--- config.mk ---
export PLATFORM = sky130hd
export DESIGN_NAME = mce_fifo
export DESIGN_NICKNAME = d
export VERILOG_FILES = /design/src/rtl/core/mce_fifo.sv
export SDC_FILE = /design/constraint.sdc
export NUM_CORES = 1
export LEC_CHECK = 0
export BUFFER_PORTS_ARGS = -buffer_cell sky130_fd_sc_hd__buf_2
export CAP_MARGIN = 20
export CORE_MARGIN = 8
export CORE_UTILIZATION = 49
export DETAILED_ROUTE_END_ITERATION = 10
export PLACE_DENSITY = 0.76
export SLEW_MARGIN = 40
export SYNTH_ARGS = -nofsm -noshare
export SYNTH_HDL_FRONTEND = slang
export SYNTH_SLANG_ARGS = --single-unit
--- constraint.sdc ---
create_clock -name clk -period 2.04 [get_ports clk]
set_input_delay 0.102 -clock clk [delete_from_list [all_inputs] [get_ports clk]]
set_output_delay 0.102 -clock clk [all_outputs]
set_load 0.05 [all_outputs]
--- src/rtl/core/mce_fifo.sv ---
module mce_fifo #(
  parameter int WIDTH = 8
) (
  input  logic             clk,
  input  logic             rst,
  input  logic             push,
  output logic             full,
  input  logic [WIDTH-1:0] din,
  input  logic             pop,
  output logic             empty,
  output logic [WIDTH-1:0] dout
);

  logic [WIDTH-1:0] slot [2];
  logic             wp;
  logic             rp;
  logic [1:0]       cnt;
  logic             do_push;
  logic             do_pop;

  assign full    = (cnt == 2'd2);
  assign empty   = (cnt == 2'd0);
  assign do_push = push && !full;
  assign do_pop  = pop && !empty;
  assign dout    = slot[rp];

  always_ff @(posedge clk) begin
    if (rst) begin
      wp  <= 1'b0;
      rp  <= 1'b0;
      cnt <= 2'd0;
    end else begin
      if (do_push) wp <= !wp;
      if (do_pop) rp <= !rp;
      cnt <= cnt + {1'b0, do_push} - {1'b0, do_pop};
    end
  end

  always_ff @(posedge clk) begin
    if (do_push) slot[wp] <= din;
  end

endmodule

==> impl_metrics.toml <==
[run_status]
run_status = "complete, no violations"

[worst_hold_path]
hold_path.startpoint = "rst"
min_path_type = "primary input to register"
hold-path-cell-count = 2
worstHoldEndpoint = "rp"

[route]
antenna_violating_nets_post_route = 0
dr.pass1.iters = 2
routed-via-count = 491
drc = 0
route.final.wire_length_microns = 1456
wl_per_cell_microns = 14.56
drt-initial-drc-count = 7
via_per_inst = 4.910

[yosys]
number_of_synthesis_warnings = 0
synth.ff_latch_count = 21
synth_edf_count = 16
synth_seq_area_share = 0.7160
synth_most_common_cell = "edfxtp_1"
postSynthAreaPerCell_sq_um = 15.59
yosysUniqueCellTypes = 21
syn-instance-count = 52
synth.area.top_cells = "edfxtp_1 59%, dfxtp_1 12%, mux2_1 6.9%"
cell_type_with_the_highest_aggregate_area_in_the_netlist = "edfxtp_1"
async_sr_flop_fraction = 0
syn_std_cell_area_sq_um = 810.8
synthesized_nets = 66
ys.flop_type = "edfxtp_1"
synth_commonest_cells = "16 x edfxtp_1, 5 x dfxtp_1, 5 x mux2_1"
yosysTopAreaCellShare = 0.5926

[setup_path]
critical_path.max_fanout = 5
r2r-start = "cnt[1]"
critPathKind = "register to register"
worst-r2r-cell-count = 7
required_ns = 2.27
worst_setup_path_startpoint = "cnt[1]"
endpoint_kind = "register"
internal_reg_to_reg_setup_slack_ns = 0.43
critPathLaunchType = "register"
worst-endpoint-arrival_ns = 1.84
critical_path.reg2reg.endpoint = "cnt[1]"

[sta]
unrepaired_setup_endpoints_after_global_routing = "no"
finalWorstSetupSlack_ns = 0.4300
hold_viol_final = 0
final.setup_skew_ns = 0.008068
transition_at_the_pin_with_the_smallest_max_transition_slack_ns = 0.3645
peak_clock_frequency_supported_by_timing_mhz = 621.1
timing.setup.tns_ns = 0
slew_viol_final = 0
timing.final.crit_share = 0.7892
finalSetupViolations = 0
fin_crit_ns = 1.610
maxSlewHeadroom = 0.7566

[final_layout]
area_growth_pct = 27.93
finish.net_count = 99
post_route_cells_drive_above_1_share = 0.3690
diodes = 0
fillers = 122

[floorplanning]
placement_rows = 14
io_pins = 22
dieHeight_microns = 56.68
die_area_sq_mm = 0.003212
fp.dieW_microns = 56.68
start_util = 0.5320
coreArea_sq_mm = 0.001524

[clocking]
cts.clk_slew.worst_paths_ns = 0.11
clockRootBuffer = "clkbuf_4"
cts_htree_levels = 1
cts_repair_resize_count = 0
cts_buffers = 3
clockBufferDepth = 2
clock_insertion_delay_worst_skew_ns = 0.29
tritoncts = "built"
postCtsSetupRepairBufs = 0
clock_sinks = 21

[placement]
place.gp.congestion = 0.6636
pre_cts_slack_ns = 0.4236
detailed_place_hpwl_microns = 1056
place.port_buffers = 21

[power_and_ir_drop]
power.sequential.fraction = 0.436
static-leakage-power_nw = 0.4360
switchingPower_uw = 592.1
clock_power_share = 0.134
cell_internal_power_uw = 813.4
powerDensity_mw_per_mm2 = 1355
vdd_drop_max_v = 0.0009285
power.switching_fraction = 0.4213
proportion_of_power_drawn_by_combinational_gates = 0.430
finalPower_mw = 1.405

[global_routing]
number_of_global_route_vias_before_repair = 538
maximum_number_of_pins_on_one_net_before_global_route_repair = 12
number_of_antenna_violations_at_the_first_check_in_global_routing = 0
grt_overflow = 0
track_usage = 0.09292
wire_length_of_the_first_global_routing_pass_microns = 2318

[run]
max_cap_violations = 0
routing by layer:
metal / global-route usage / wire, microns
met1: 0.08871 / 586
met2: 0.1724 / 781
met3: 0.03146 / 78
met4: 0.04124 / 9
met5: 0 / 0
area by class of cell:
| class | instances | area, sq um | area share |
|---|---|---|---|
| repair buffers | 29 | 185.2 | 0.1785 |
| clock buffers | 4 | 26.28 | 0.02533 |
| multi-input cells | 26 | 210.2 | 0.2027 |
| flip-flops and latches | 21 | 580.6 | 0.5597 |
| well taps | 16 | 20.02 | 0.01930 |
| inverters | 4 | 15.01 | 0.01448 |
stage by stage:
step           std cells  cell area [sq um]  hold slack, ns  utilization
5_1_grt              100               1037         0.02783       0.6806
3_3_place_gp          88              930.9          0.2897       0.6108
6_report             100               1037         0.03507       0.6806
3_5_place_dp          88              930.9          0.2936       0.6108
2_1_floorplan         52              810.8          0.1711            -
4_1_cts               98               1017      0.00002384       0.6675
worst max-delay path by stage:
stage	end	slack, ns	cells after the start
floorplan	cnt[1]	0.57	7
global placement	cnt[1]	0.53	7
detailed placement	cnt[1]	0.42	8
CTS	cnt[1]	0.42	8
global route	cnt[1]	0.31	8
finish	cnt[1]	0.43	7
power by group through the flow:
| stage | sequential (mW) | combinational (mW) | clock (mW) |
|---|---|---|---|
| 3_5_place_dp | 0.622 | 0.601 | 0 |
| 2_1_floorplan | 0.588 | 0.498 | 0 |
| 4_1_cts | 0.614 | 0.611 | 0.189 |
| 3_3_place_gp | 0.615 | 0.584 | 0 |
| 5_1_grt | 0.623 | 0.648 | 0.210 |
| 6_report | 0.613 | 0.604 | 0.188 |
sequential cells by signal (all words and copies together) (netlist names), named ones only:
register,flops
slot,16
cnt,2
wp,1
rp,1
cell usage in the layout, fill, tap and decap left out, types with 2 or more instances in the layout:
master / instances
buf_2: 21
dlygate4sd3_1: 8
ha_1: 2
nor2_1: 4
mux2_1: 5
dfxtp_1: 5
clkbuf_4: 3
edfxtp_1: 16
mux2_2: 3
inv_1: 3
worst max-delay path: stages, from the launching register on:
cell	delay, ns
dfxtp_1	0.37
o21a_2	0.25
ha_1	0.28
inv_1	0.04
ha_1	0.18
xor2_1	0.15
and2_1	0.16
nor3_1	0.11
repair_timing:
item,4_1_cts,5_1_grt
endpoints found under the setup margin,0,0
hold buffers,6,2
endpoints found under the hold margin,12,4
cells by family (layout without fill, tap and decap cells):
logic type | Yosys count | count (layout) | synth area share
xor gates and xnor gates | 2 | 2 | 0.02161
muxes | 8 | 8 | 0.1111
buffers and inverters | 5 | 37 | 0.02468
AOI/OAI and AO/OA | 3 | 3 | 0.02314
DFF | 21 | 21 | 0.7161
and+or+nand+nor | 11 | 11 | 0.07254
adders and majority gates | 2 | 2 | 0.03086
Power figures use the tool's default switching activity.
