**src/rtl/core/mce_pkg.sv**
```systemverilog
package mce_pkg;

  localparam int RF_DEPTH = 512;
  localparam int RF_AW = 9;
  localparam int STACK_DEPTH_DEF = 8;
  localparam int EEPROM_DEPTH_DEF = 256;

  localparam logic [8:0] A_PCL    = 9'h002;
  localparam logic [8:0] A_STATUS = 9'h003;
  localparam logic [8:0] A_FSR    = 9'h004;
  localparam logic [8:0] A_PORTA  = 9'h005;
  localparam logic [8:0] A_PORTB  = 9'h006;
  localparam logic [8:0] A_PORTC  = 9'h007;
  localparam logic [8:0] A_PORTD  = 9'h008;
  localparam logic [8:0] A_PORTE  = 9'h009;
  localparam logic [8:0] A_PCLATH = 9'h00A;
  localparam logic [8:0] A_PIR1   = 9'h00C;
  localparam logic [8:0] A_RCSTA  = 9'h018;
  localparam logic [8:0] A_RCREG  = 9'h01A;
  localparam logic [8:0] A_TRISA  = 9'h085;
  localparam logic [8:0] A_TRISB  = 9'h086;
  localparam logic [8:0] A_TRISC  = 9'h087;
  localparam logic [8:0] A_TRISD  = 9'h088;
  localparam logic [8:0] A_TRISE  = 9'h089;
  localparam logic [8:0] A_TXSTA  = 9'h098;
  localparam logic [8:0] A_EEDATA = 9'h10C;
  localparam logic [8:0] A_EEADR  = 9'h10D;
  localparam logic [8:0] A_EECON1 = 9'h18C;
  localparam logic [8:0] A_TRIS_BASE = 9'h084;

  localparam logic [2:0] FLT_OK    = 3'd0;
  localparam logic [2:0] FLT_BADOP = 3'd1;
  localparam logic [2:0] FLT_OVF   = 3'd2;
  localparam logic [2:0] FLT_UNF   = 3'd3;
  localparam logic [2:0] FLT_PMEM  = 3'd4;

  typedef enum logic [5:0] {
    K_BAD, K_NOP, K_RET, K_MOVWF, K_TRIS, K_CLRF, K_CLRW,
    K_SUBWF, K_DECF, K_IORWF, K_ANDWF, K_XORWF, K_ADDWF, K_MOVF, K_COMF,
    K_INCF, K_DECFSZ, K_RRF, K_RLF, K_SWAPF, K_INCFSZ,
    K_BCF, K_BSF, K_BTFSC, K_BTFSS,
    K_CALL, K_GOTO, K_MOVLW, K_RETLW, K_IORLW, K_ANDLW, K_XORLW, K_SUBLW, K_ADDLW
  } kind_t;

  typedef enum logic {PH_ISSUE, PH_EXEC} phase_t;

  typedef struct packed {
    logic [13:0]     op;
    logic [4:0][7:0] pins;
    kind_t           kind;
  } item_t;

  typedef struct packed {
    logic [12:0] next_pc;
    logic [7:0]  w_value;
    logic [7:0]  status_value;
    logic [1:0]  cycles_used;
    logic [2:0]  fault;
    logic        reg_written;
    logic [8:0]  written_address;
    logic [7:0]  written_value;
  } result_t;

endpackage

```
**src/rtl/core/mce_fifo.sv**
```systemverilog
module mce_fifo #(
  parameter int WIDTH = 8
) (
  input  logic             clk,
  input  logic             rst,
  input  logic             push,
  output logic             full,
  input  logic [WIDTH-1:0] din,
  input  logic             pop,
  output logic             empty,
  output logic [WIDTH-1:0] dout
);

  logic [WIDTH-1:0] slot [2];
  logic             wp;
  logic             rp;
  logic [1:0]       cnt;
  logic             do_push;
  logic             do_pop;

  assign full    = (cnt == 2'd2);
  assign empty   = (cnt == 2'd0);
  assign do_push = push && !full;
  assign do_pop  = pop && !empty;
  assign dout    = slot[rp];

  always_ff @(posedge clk) begin
    if (rst) begin
      wp  <= 1'b0;
      rp  <= 1'b0;
      cnt <= 2'd0;
    end else begin
      if (do_push) wp <= !wp;
      if (do_pop) rp <= !rp;
      cnt <= cnt + {1'b0, do_push} - {1'b0, do_pop};
    end
  end

  always_ff @(posedge clk) begin
    if (do_push) slot[wp] <= din;
  end

endmodule

```
**src/rtl/core/mce_front.sv**
```systemverilog
module mce_front (
  input  logic              clk,
  input  logic              rst,
  input  logic              push,
  output logic              full,
  input  logic [13:0]       instruction_word,
  input  logic [4:0][7:0]   pins,
  output logic              out_valid,
  output mce_pkg::item_t    out_item,
  input  logic              take
);

  mce_pkg::kind_t kind;
  mce_pkg::item_t item;
  logic           q_empty;
  logic [13:0]    op;

  assign op = instruction_word;

  // classify the opcode before it is queued
  always_comb begin
    kind = mce_pkg::K_BAD;
    unique case (op[13:12])
      2'd0: begin
        if (op[11:8] == 4'd0) begin
          if ((op & 14'h3F9F) == 14'd0) kind = mce_pkg::K_NOP;
          else if (op == 14'h0008) kind = mce_pkg::K_RET;
          else if (op[7]) kind = mce_pkg::K_MOVWF;
          else if ((op & 14'h3FFC) == 14'h0064) kind = mce_pkg::K_TRIS;
          else kind = mce_pkg::K_BAD;
        end else if (op[11:8] == 4'd1) begin
          kind = op[7] ? mce_pkg::K_CLRF : mce_pkg::K_CLRW;
        end else begin
          kind = mce_pkg::kind_t'(6'(int'(mce_pkg::K_SUBWF) + int'(op[11:8]) - 2));
        end
      end
      2'd1: kind = mce_pkg::kind_t'(6'(int'(mce_pkg::K_BCF) + int'(op[11:10])));
      2'd2: kind = op[11] ? mce_pkg::K_GOTO : mce_pkg::K_CALL;
      2'd3: begin
        unique case (op[11:10])
          2'd0: kind = mce_pkg::K_MOVLW;
          2'd1: kind = mce_pkg::K_RETLW;
          2'd2: begin
            unique case (op[9:8])
              2'd0: kind = mce_pkg::K_IORLW;
              2'd1: kind = mce_pkg::K_ANDLW;
              2'd2: kind = mce_pkg::K_XORLW;
              default: kind = mce_pkg::K_BAD;
            endcase
          end
          default: kind = op[9] ? mce_pkg::K_ADDLW : mce_pkg::K_SUBLW;
        endcase
      end
      default: kind = mce_pkg::K_BAD;
    endcase
  end

  always_comb begin
    item.op   = op;
    item.pins = pins;
    item.kind = kind;
  end

  mce_fifo #(
    .WIDTH($bits(mce_pkg::item_t))
  ) u_queue (
    .clk  (clk),
    .rst  (rst),
    .push (push),
    .full (full),
    .din  (item),
    .pop  (take),
    .empty(q_empty),
    .dout (out_item)
  );

  assign out_valid = !q_empty;

endmodule

```
**config.mk**
```make
export PLATFORM = sky130hd
export DESIGN_NAME = mce_front
export DESIGN_NICKNAME = d
export VERILOG_FILES = /design/src/rtl/core/mce_pkg.sv /design/src/rtl/core/mce_fifo.sv /design/src/rtl/core/mce_front.sv
export SDC_FILE = /design/constraint.sdc
export NUM_CORES = 1
export LEC_CHECK = 0
export BUFFER_PORTS_ARGS = -buffer_cell sky130_fd_sc_hd__buf_2
export CAP_MARGIN = 20
export CORE_MARGIN = 10
export CORE_UTILIZATION = 30
export DETAILED_ROUTE_END_ITERATION = 12
export GPL_TIMING_DRIVEN = 0
export PLACE_DENSITY = 0.51
export SLEW_MARGIN = 25
export SYNTH_ARGS = -nofsm -noshare
export SYNTH_HDL_FRONTEND = slang
export SYNTH_SLANG_ARGS = --single-unit
```
**constraint.sdc**
```tcl
create_clock -name clk -period 6.7 [get_ports clk]
set_input_delay 1.675 -clock clk [delete_from_list [all_inputs] [get_ports clk]]
set_output_delay 1.675 -clock clk [all_outputs]
set_load 0.03 [all_outputs]
```
==> results.ini, run 1 <==
[global_route]
grt_busiest_layer=met2
use_met2=0.171
use_met1=0.108
antenna_found_initial=0
grt_max_degree=38
grt.total_usage=0.101
grt_overflow=0
grt_pass1_vias=3251
grt_pass1_wl_mm=17.3
met3_usage=0.0455

[routing]
drc=0
num_vias=2860
first_pass_iters=4
drt-vias-per-instance=4.37
post_drt_wl_per_cell_um=16.8
ant_nets=0
wirelength_mm=11.0
dr.first_iter.drc_count=129

[yosys]
yosysSeqAreaShare=0.743
netlist_instances=279
ys_async_sr_fraction=0
syn_avg_cell_area_sq_um=17.9
synth_nets=348
synth_edf_count=120
synth_area_sq_um=4980
yosysUniqueCellTypes=34
yosys_warnings=0
ys_seq_elements=125
synth_ff_type=edfxtp_1

[power]
p_leak_nw=2.50
ir_drop_v=0.000168
powerDensity_nw_per_um2=428

[clock_network]
cts_setup_buffers=0
cts_max_level=4
cts_tree=built
cts_inserted_buffers=17
cts.clk_slew.worst_paths_ps=60
clockBufferDepth=2
clk_latency_ps=410
ctsResizeCount=0
cts_root_buf=clkbuf_16
clock-sinks=125
postCtsHoldBufs=0

[die]
rows=47
die_w_um=149
start_util=0.304
io_pins=120
coreArea_sq_um=16400
fp.dieH_um=149
die-area_sq_um=22200

[sta]
post-route-period-util=0.533
relSlewSlack=0.701
tns_ps=0
worst_pin_slew_ps=438
setup_slack_ps=3130
fmax_mhz=280
slew_violations=0
finalSetupViolCount=0
period_needed_ps=3570
finalHoldViolCount=0
rsz0062_at_grt=false
finalClockSkew_ps=3.11

[placed_design]
io_buffers=119
dp_cells=622
gp_congestion=0.773
dp_worst_setup_slack_ps=3160
dpl.hpwl_mm=7.73

[setup_path]
crit_fanout=10
critPathTopFamily=buffers and inverters
worstPathRequired_ps=5030
critPathLaunchType=register
cpMostUsedCell=buf_2
crit_path_max_incr_delay_ps=390
cp_num_buf_inv=3
critical_path_class=reg2out
crit_slowest_cell=mux2_2
cp-end-kind=primary output
worstPathCellList=clkbuf_1 -> buf_2 -> mux2_2 -> buf_2
arrival_ps=1890

[cells_and_area]
final_cell_mix=126 x buf_2, 120 x edfxtp_1, 61 x mux2_2, 17 x clkbuf_16
layout_commonest_cell=buf_2
stdcell_count=654
antennaDiodeCount=0
area_growth_pct=31.6
final_net_count=490
drive_gt1_frac=0.518

[worst_hold_path]
hp-class=reg2reg

[run_status]
status=completed

[flow_run]
maxCapViolCount=0

-- logic make-up after synthesis --
family,Yosys count,synth area share
XOR/XNOR,6,0.0105
AO/OA/AOI/OAI,21,0.0264
buffers and inverters,21,0.0176
AND/OR/NAND/NOR,33,0.0351
flip-flops,125,0.743
adder cells (fa/ha/maj),11,0.0276
multiplexers,62,0.140
-- cell type report --
class | instances | area (sq um)
multi-input cells | 133 | 1210
repair buffers | 123 | 691
well taps | 220 | 275
clock inverters | 15 | 173
inverters | 11 | 41.3
plain buffers | 10 | 46.3
fillers | 1556 | 9850
flip-flops and latches | 125 | 3700
clock buffers | 17 | 425
-- tightest hold or removal path, delay by kind of cell, from the launching register on --
| kind | cells | cell delay (ps) |
|---|---|---|
| XOR/XNOR | 1 | 90 |
| flip-flops | 1 | 320 |
| AND/OR/NAND/NOR | 1 | 80 |
-- state kept, by name (all words and copies together), names as in the netlist, named ones only --
| register | flops |
|---|---|
| u_queue.slot | 120 |
| u_queue.cnt | 2 |
| u_queue.rp | 1 |
| u_queue.wp | 1 |
-- report_power, final --
group	total (W)	leakage (nW)	switching (W)	internal [W]
registers	0.00103	1.16	0.0000284	0.00101
clock network	0.000917	0.280	0.000335	0.000582
logic	0.000853	1.05	0.000551	0.000302
-- cells in the mapped netlist (all sizes together), types with 2 or more instances --
cell type  count  area (sq um)
dfxtp          5           100
buf            7          35.0
o22ai          3          18.8
inv           11          41.3
ha            11           138
nand2          5          18.8
nand2b         2          12.5
clkbuf         3          11.3
nor2          12          45.0
mux2          61           687
a21oi          8          40.0
xnor2          3          26.3
and2           2          12.5
edfxtp       120          3600
o21ai          4          20.0
xor2           3          26.3
and3           2          12.5
-- metal layers --
layer	share of wire	vias up
met5	0	-
met4	0.013	0
met3	0.071	15
met2	0.51	96
met1	0.40	1395
li1	-	1354
-- per-stage QoR --
stage,util,power (W),hold WS (ps),instance area (sq um)
2_1_floorplan,-,0.00165,481,4980
3_3_place_gp,0.357,0.00190,499,5860
3_5_place_dp,0.363,0.00193,505,5960
4_1_cts,0.400,0.00287,525,6560
5_1_grt,0.400,0.00295,585,6560
6_report,0.400,0.00281,521,6560
-- final timing paths --
path / start / end / slack (ps) / cells after the start
min: u_queue.rp / register / 520 / 2
min reg2reg: u_queue.rp / register / 520 / 2
max: register / out_item[49] / 3130 / 4
max reg2reg: u_queue.cnt[1] / u_queue.cnt[1] / 4900 / 8
Note: power is estimated with default switching activity, not from simulation.
==> inputs of run 2 (changes only) <==
Settings changed: PLACE_DENSITY 0.51 to 0.53.
Clock period 6.7 ns to 3.1 ns, I/O delays scaled along.
==> results.ini, run 2 (synthesized netlist as in run 1, its figures left out) <==
[sta]
period_needed_ps=2670
rsz0062_at_grt=false
tns_ps=0
finalClockSkew_ps=7.77
finalSetupViolCount=0
relSlewSlack=0.493
fmax_mhz=375
slew_violations=0
post-route-period-util=0.861
worst_pin_slew_ps=759
finalHoldViolCount=0

[setup_path]
critical_path_class=reg2out
r2r-start=u_queue.cnt[0]
critPathLaunchType=register
cp-end-kind=primary output
reg2reg_depth=5
crit_fanout=10
regToRegEndpoint=u_queue.slot[0][4]
arrival_ps=1890
ff2ff_setup_slack_ps=1120
worstPathRequired_ps=2320

[die]
io_pins=120
coreArea_sq_um=16400
fp.dieH_um=149
die-area_sq_um=22200
rows=47
die_w_um=149
start_util=0.304

[placed_design]
place_area_sq_um=5950
gp_congestion=0.809
io_buffers=119
dpl.hpwl_mm=7.71

[power]
switching_share=0.326
ir_drop_v=0.000364
pwr-share-clk=0.313
intPower_w=0.00399
p_switching_w=0.00193
combPwrFrac=0.309
powerDensity_nw_per_um2=910
p_leak_nw=2.47
seqPwrFrac=0.378

[global_route]
grt.total_usage=0.100
grt_max_degree=39
grt_overflow=0
grt_pass1_vias=3208
grt_pass1_wl_mm=17.2
antenna_found_initial=0

[cells_and_area]
drive_gt1_frac=0.513
final_net_count=489
area_growth_pct=30.6
antennaDiodeCount=0
layout_commonest_cell=buf_2
fin_area_sq_um=6510
largest_register_ffs=120
reg_top3=u_queue.slot (120), u_queue.cnt (2)
regMostFlops=u_queue.slot
final_cell_mix=126 x buf_2, 120 x edfxtp_1, 61 x mux2_2, 17 x clkbuf_16
nFillCells=1552

[clock_network]
cts_max_level=4
clk_latency_ps=400
cts.clk_slew.worst_paths_ps=50
cts_tree=built
clock-sinks=125
cts_inserted_buffers=17
cts_setup_buffers=0
ctsResizeCount=0
cts_root_buf=clkbuf_16
postCtsHoldBufs=0
clockBufferDepth=2

[worst_hold_path]
hp-class=reg2reg
hp-start=u_queue.rp
hold_end=u_queue.rp
holdPathStages=2

[routing]
dr.first_iter.drc_count=132
drc=0
wirelength_mm=10.9
drt-vias-per-instance=4.36
ant_nets=0
first_pass_iters=4
post_drt_wl_per_cell_um=16.8
num_vias=2849

[flow_run]
maxCapViolCount=0

[run_status]
status=completed

[run 2: changes by cell type in the layout (fill, tap and decap cells not counted)]
cell	change
clkbuf_1	+3
clkinv_2	+2
bufinv_16	-1
clkinv_4	-2
buf_12	-2
inv_6	-1
clkinv_1	-1
buf_16	+1
[run 2: cell type report]
cell class / instances / area, sq um / share of cell area
Buffer: 10 / 46.3 / 0.00711
Clock buffer: 20 / 437 / 0.0671
Clock inverter: 12 / 123 / 0.0188
Inverter: 11 / 41.3 / 0.00634
Multi-Input combinational cell: 133 / 1210 / 0.185
Sequential cell: 125 / 3700 / 0.569
Tap cell: 220 / 275 / 0.0423
Timing Repair Buffer: 122 / 678 / 0.104
[run 2: power by group through the flow]
stage | Sequential (W) | Clock, W | Combinational, W
finish | 0.00224 | 0.00185 | 0.00183
CTS | 0.00224 | 0.00192 | 0.00190
global placement | 0.00229 | 0 | 0.00181
floorplan | 0.00227 | 0 | 0.00129
global route | 0.00226 | 0.00200 | 0.00198
detailed placement | 0.00228 | 0 | 0.00189
[run 2: worst max path at each step]
stage,start,end,cells past startpoint
finish,register,out_item[46],4
global route,register,out_item[48],4
CTS,register,out_item[38],4
detailed placement,instruction_word[10],u_queue.slot[1][0],7
global placement,push,u_queue.slot[0][35],3
floorplan,push,u_queue.slot[0][0],2
[run 2: worst max-delay path, cell delays in order, from the launching register on]
cell and delay, ps:
dfxtp_1 300, clkbuf_1 280, buf_2 360, mux2_2 370, buf_2 180
[run 2: through the flow]
stage	power (W)	utilization	setup WS, ps	hold WS (ps)	instances
CTS	0.00606	0.397	314	526	653
finish	0.00592	0.397	431	516	653
global route	0.00624	0.397	269	531	653
detailed placement	0.00416	0.363	473	509	621
global placement	0.00409	0.357	-900	499	618
floorplan	0.00355	-	252	481	279
[run 2: routing by layer]
layer | wire [um] | GRT usage
met4 | 134 | 0.0383
met2 | 5650 | 0.173
met5 | 0 | 0
met1 | 4330 | 0.106
met3 | 823 | 0.0452
==> inputs of run 3 (changes only) <==
Settings changed: ABC_CLOCK_PERIOD_IN_PS set to 3100, CORE_MARGIN 10 to 5, SYNTH_HIERARCHICAL set to 1.
==> results.ini, run 3 <==
[setup_path]
ff2ff_setup_slack_ps=1220
r2r-start=u_queue/cnt[0]
arrival_ps=1720
critPathLaunchType=register
worstPathRequired_ps=2320
reg2reg_depth=5
cp-end-kind=primary output
crit_fanout=10
critical_path_class=reg2out
regToRegEndpoint=u_queue/slot[0][5]

[sta]
tns_ps=0
rsz0062_at_grt=false
worst_pin_slew_ps=448
slew_violations=0
finalSetupViolCount=0
finalClockSkew_ps=5.77
post-route-period-util=0.805
relSlewSlack=0.701
whs_ps=499
finalHoldViolCount=0
fmax_mhz=401
period_needed_ps=2500

[routing]
drt-vias-per-instance=4.40
first_pass_iters=4
dr.first_iter.drc_count=149
post_drt_wl_per_cell_um=15.8
drc=0
wirelength_mm=10.4
drt-met1-wl_mm=4.20
route.met2.wl_mm=5.33
num_vias=2893
wl_met3_um=660
ant_nets=0
top_layer=met4

[die]
start_util=0.304
coreArea_sq_um=16500
fp.dieH_um=139
die-area_sq_um=19400
die_w_um=139
io_pins=120
rows=47

[global_route]
grt_max_degree=34
grt_pass1_wl_mm=16.2
grt_overflow=0
grt_pass1_vias=3111
grt.total_usage=0.108
antenna_found_initial=0

[power]
powerDensity_nw_per_um2=886
p_switching_w=0.00187
seqPwrFrac=0.387
finalPower_w=0.00572
p_leak_nw=2.46
ir_drop_v=0.000351
combPwrFrac=0.311
pwr-share-clk=0.302
intPower_w=0.00385
switching_share=0.327

[cells_and_area]
multi_input_area_sq_um=1240
regArea_sq_um=3700
regMostFlops=u_queue/slot
nFillCells=1572
layout_commonest_cell=buf_2
final_net_count=494
fin_area_sq_um=6460
largest_register_ffs=120
area_growth_pct=28.5
reg_top3=u_queue/slot (120), u_queue/cnt (2)
drive_gt1_frac=0.513
antennaDiodeCount=0
final_cell_mix=128 x buf_2, 120 x edfxtp_1, 60 x mux2_2, 17 x clkbuf_16

[worst_hold_path]
hp-class=reg2reg
hold_end=u_queue/wp
holdPathStages=2
hp-start=u_queue/wp

[clock_network]
ctsResizeCount=0
cts.clk_slew.worst_paths_ps=50
cts_root_buf=clkbuf_16
cts_tree=built
cts_setup_buffers=0
cts_max_level=4
clock-sinks=125
cts_inserted_buffers=17
clockBufferDepth=2
postCtsHoldBufs=0
clk_latency_ps=400

[yosys]
synth_nets=354
netlist_instances=285
synth.top_cell.area_share=0.717
synth_ff_type=edfxtp_1
yosysSeqAreaShare=0.737
synth_area_sq_um=5030
ys_seq_elements=125
synth_top_cell_by_area=edfxtp_1
ys_async_sr_fraction=0
syn_avg_cell_area_sq_um=17.6
yosys-top-cells-area=edfxtp_1 72%, mux2_2 13%, ha_1 2.7%
yosysUniqueCellTypes=36
synthTopCellsByCount=120 x edfxtp_1, 60 x mux2_2, 11 x ha_1, 11 x nor2_1, 10 x a21oi_1
synth_edf_count=120
yosysMostFrequentCell=edfxtp_1
yosys_warnings=6

[placed_design]
gp_congestion=0.851
io_buffers=119
place_area_sq_um=5940
dpl.hpwl_mm=7.07

[flow_run]
maxCapViolCount=0

[run_status]
status=completed

-- run 3: layer usage --
| layer | track usage | up-vias |
|---|---|---|
| met1 | 0.118 | 1415 |
| met3 | 0.0398 | 16 |
| met4 | 0.0463 | 0 |
| met2 | 0.189 | 89 |
| met5 | 0 | - |
| li1 | - | 1373 |
-- run 3: cell type report --
cell class,instances,area share
flip-flops and latches,125,0.573
multi-input cells,139,0.191
repair buffers,121,0.0984
clock buffers,21,0.0682
well taps,220,0.0426
clock inverters,10,0.0116
inverters,12,0.00736
plain buffers,9,0.00697
-- run 3: per-stage QoR --
stage	util	cells	setup WS (ps)
floorplan	-	285	343
global placement	0.357	624	-549
detailed placement	0.360	626	791
CTS	0.391	657	517
global route	0.391	657	476
finish	0.391	657	604
-- run 3: kinds of logic (layout without fill, tap and decap cells) --
kind of cell    after synthesis  in the layout  share of synthesized area
compound gates               28             28                     0.0366
buf+inv                      21            173                     0.0179
flops                       125            125                      0.737
simple gates                 35             35                     0.0378
xor+xnor                      4              4                    0.00697
fa+ha+maj                    11             11                     0.0274
mux                          61             61                      0.136
-- run 3: power by group through the flow --
stage	Combinational (W)	Sequential, W	Clock, W
6_report	0.00178	0.00221	0.00173
5_1_grt	0.00191	0.00223	0.00188
3_5_place_dp	0.00182	0.00225	0
4_1_cts	0.00183	0.00222	0.00179
2_1_floorplan	0.00129	0.00224	0
3_3_place_gp	0.00178	0.00226	0
-- run 3: worst max path at each step --
stage / cells after the start / from / slack (ps) / end
2_1_floorplan: 3 / push / 340 / u_queue/slot[0][0]
3_3_place_gp: 4 / push / -550 / u_queue/slot[0][12]
3_5_place_dp: 5 / push / 790 / u_queue/slot[0][6]
4_1_cts: 4 / register / 520 / out_item[47]
5_1_grt: 4 / register / 480 / out_item[47]
6_report: 4 / register / 600 / out_item[57]
-- run 3: worst max-delay path, stage by stage (launching register included) --
cell	delay [ps]
dfxtp_1	300
buf_2	160
buf_2	300
mux2_2	380
buf_2	180
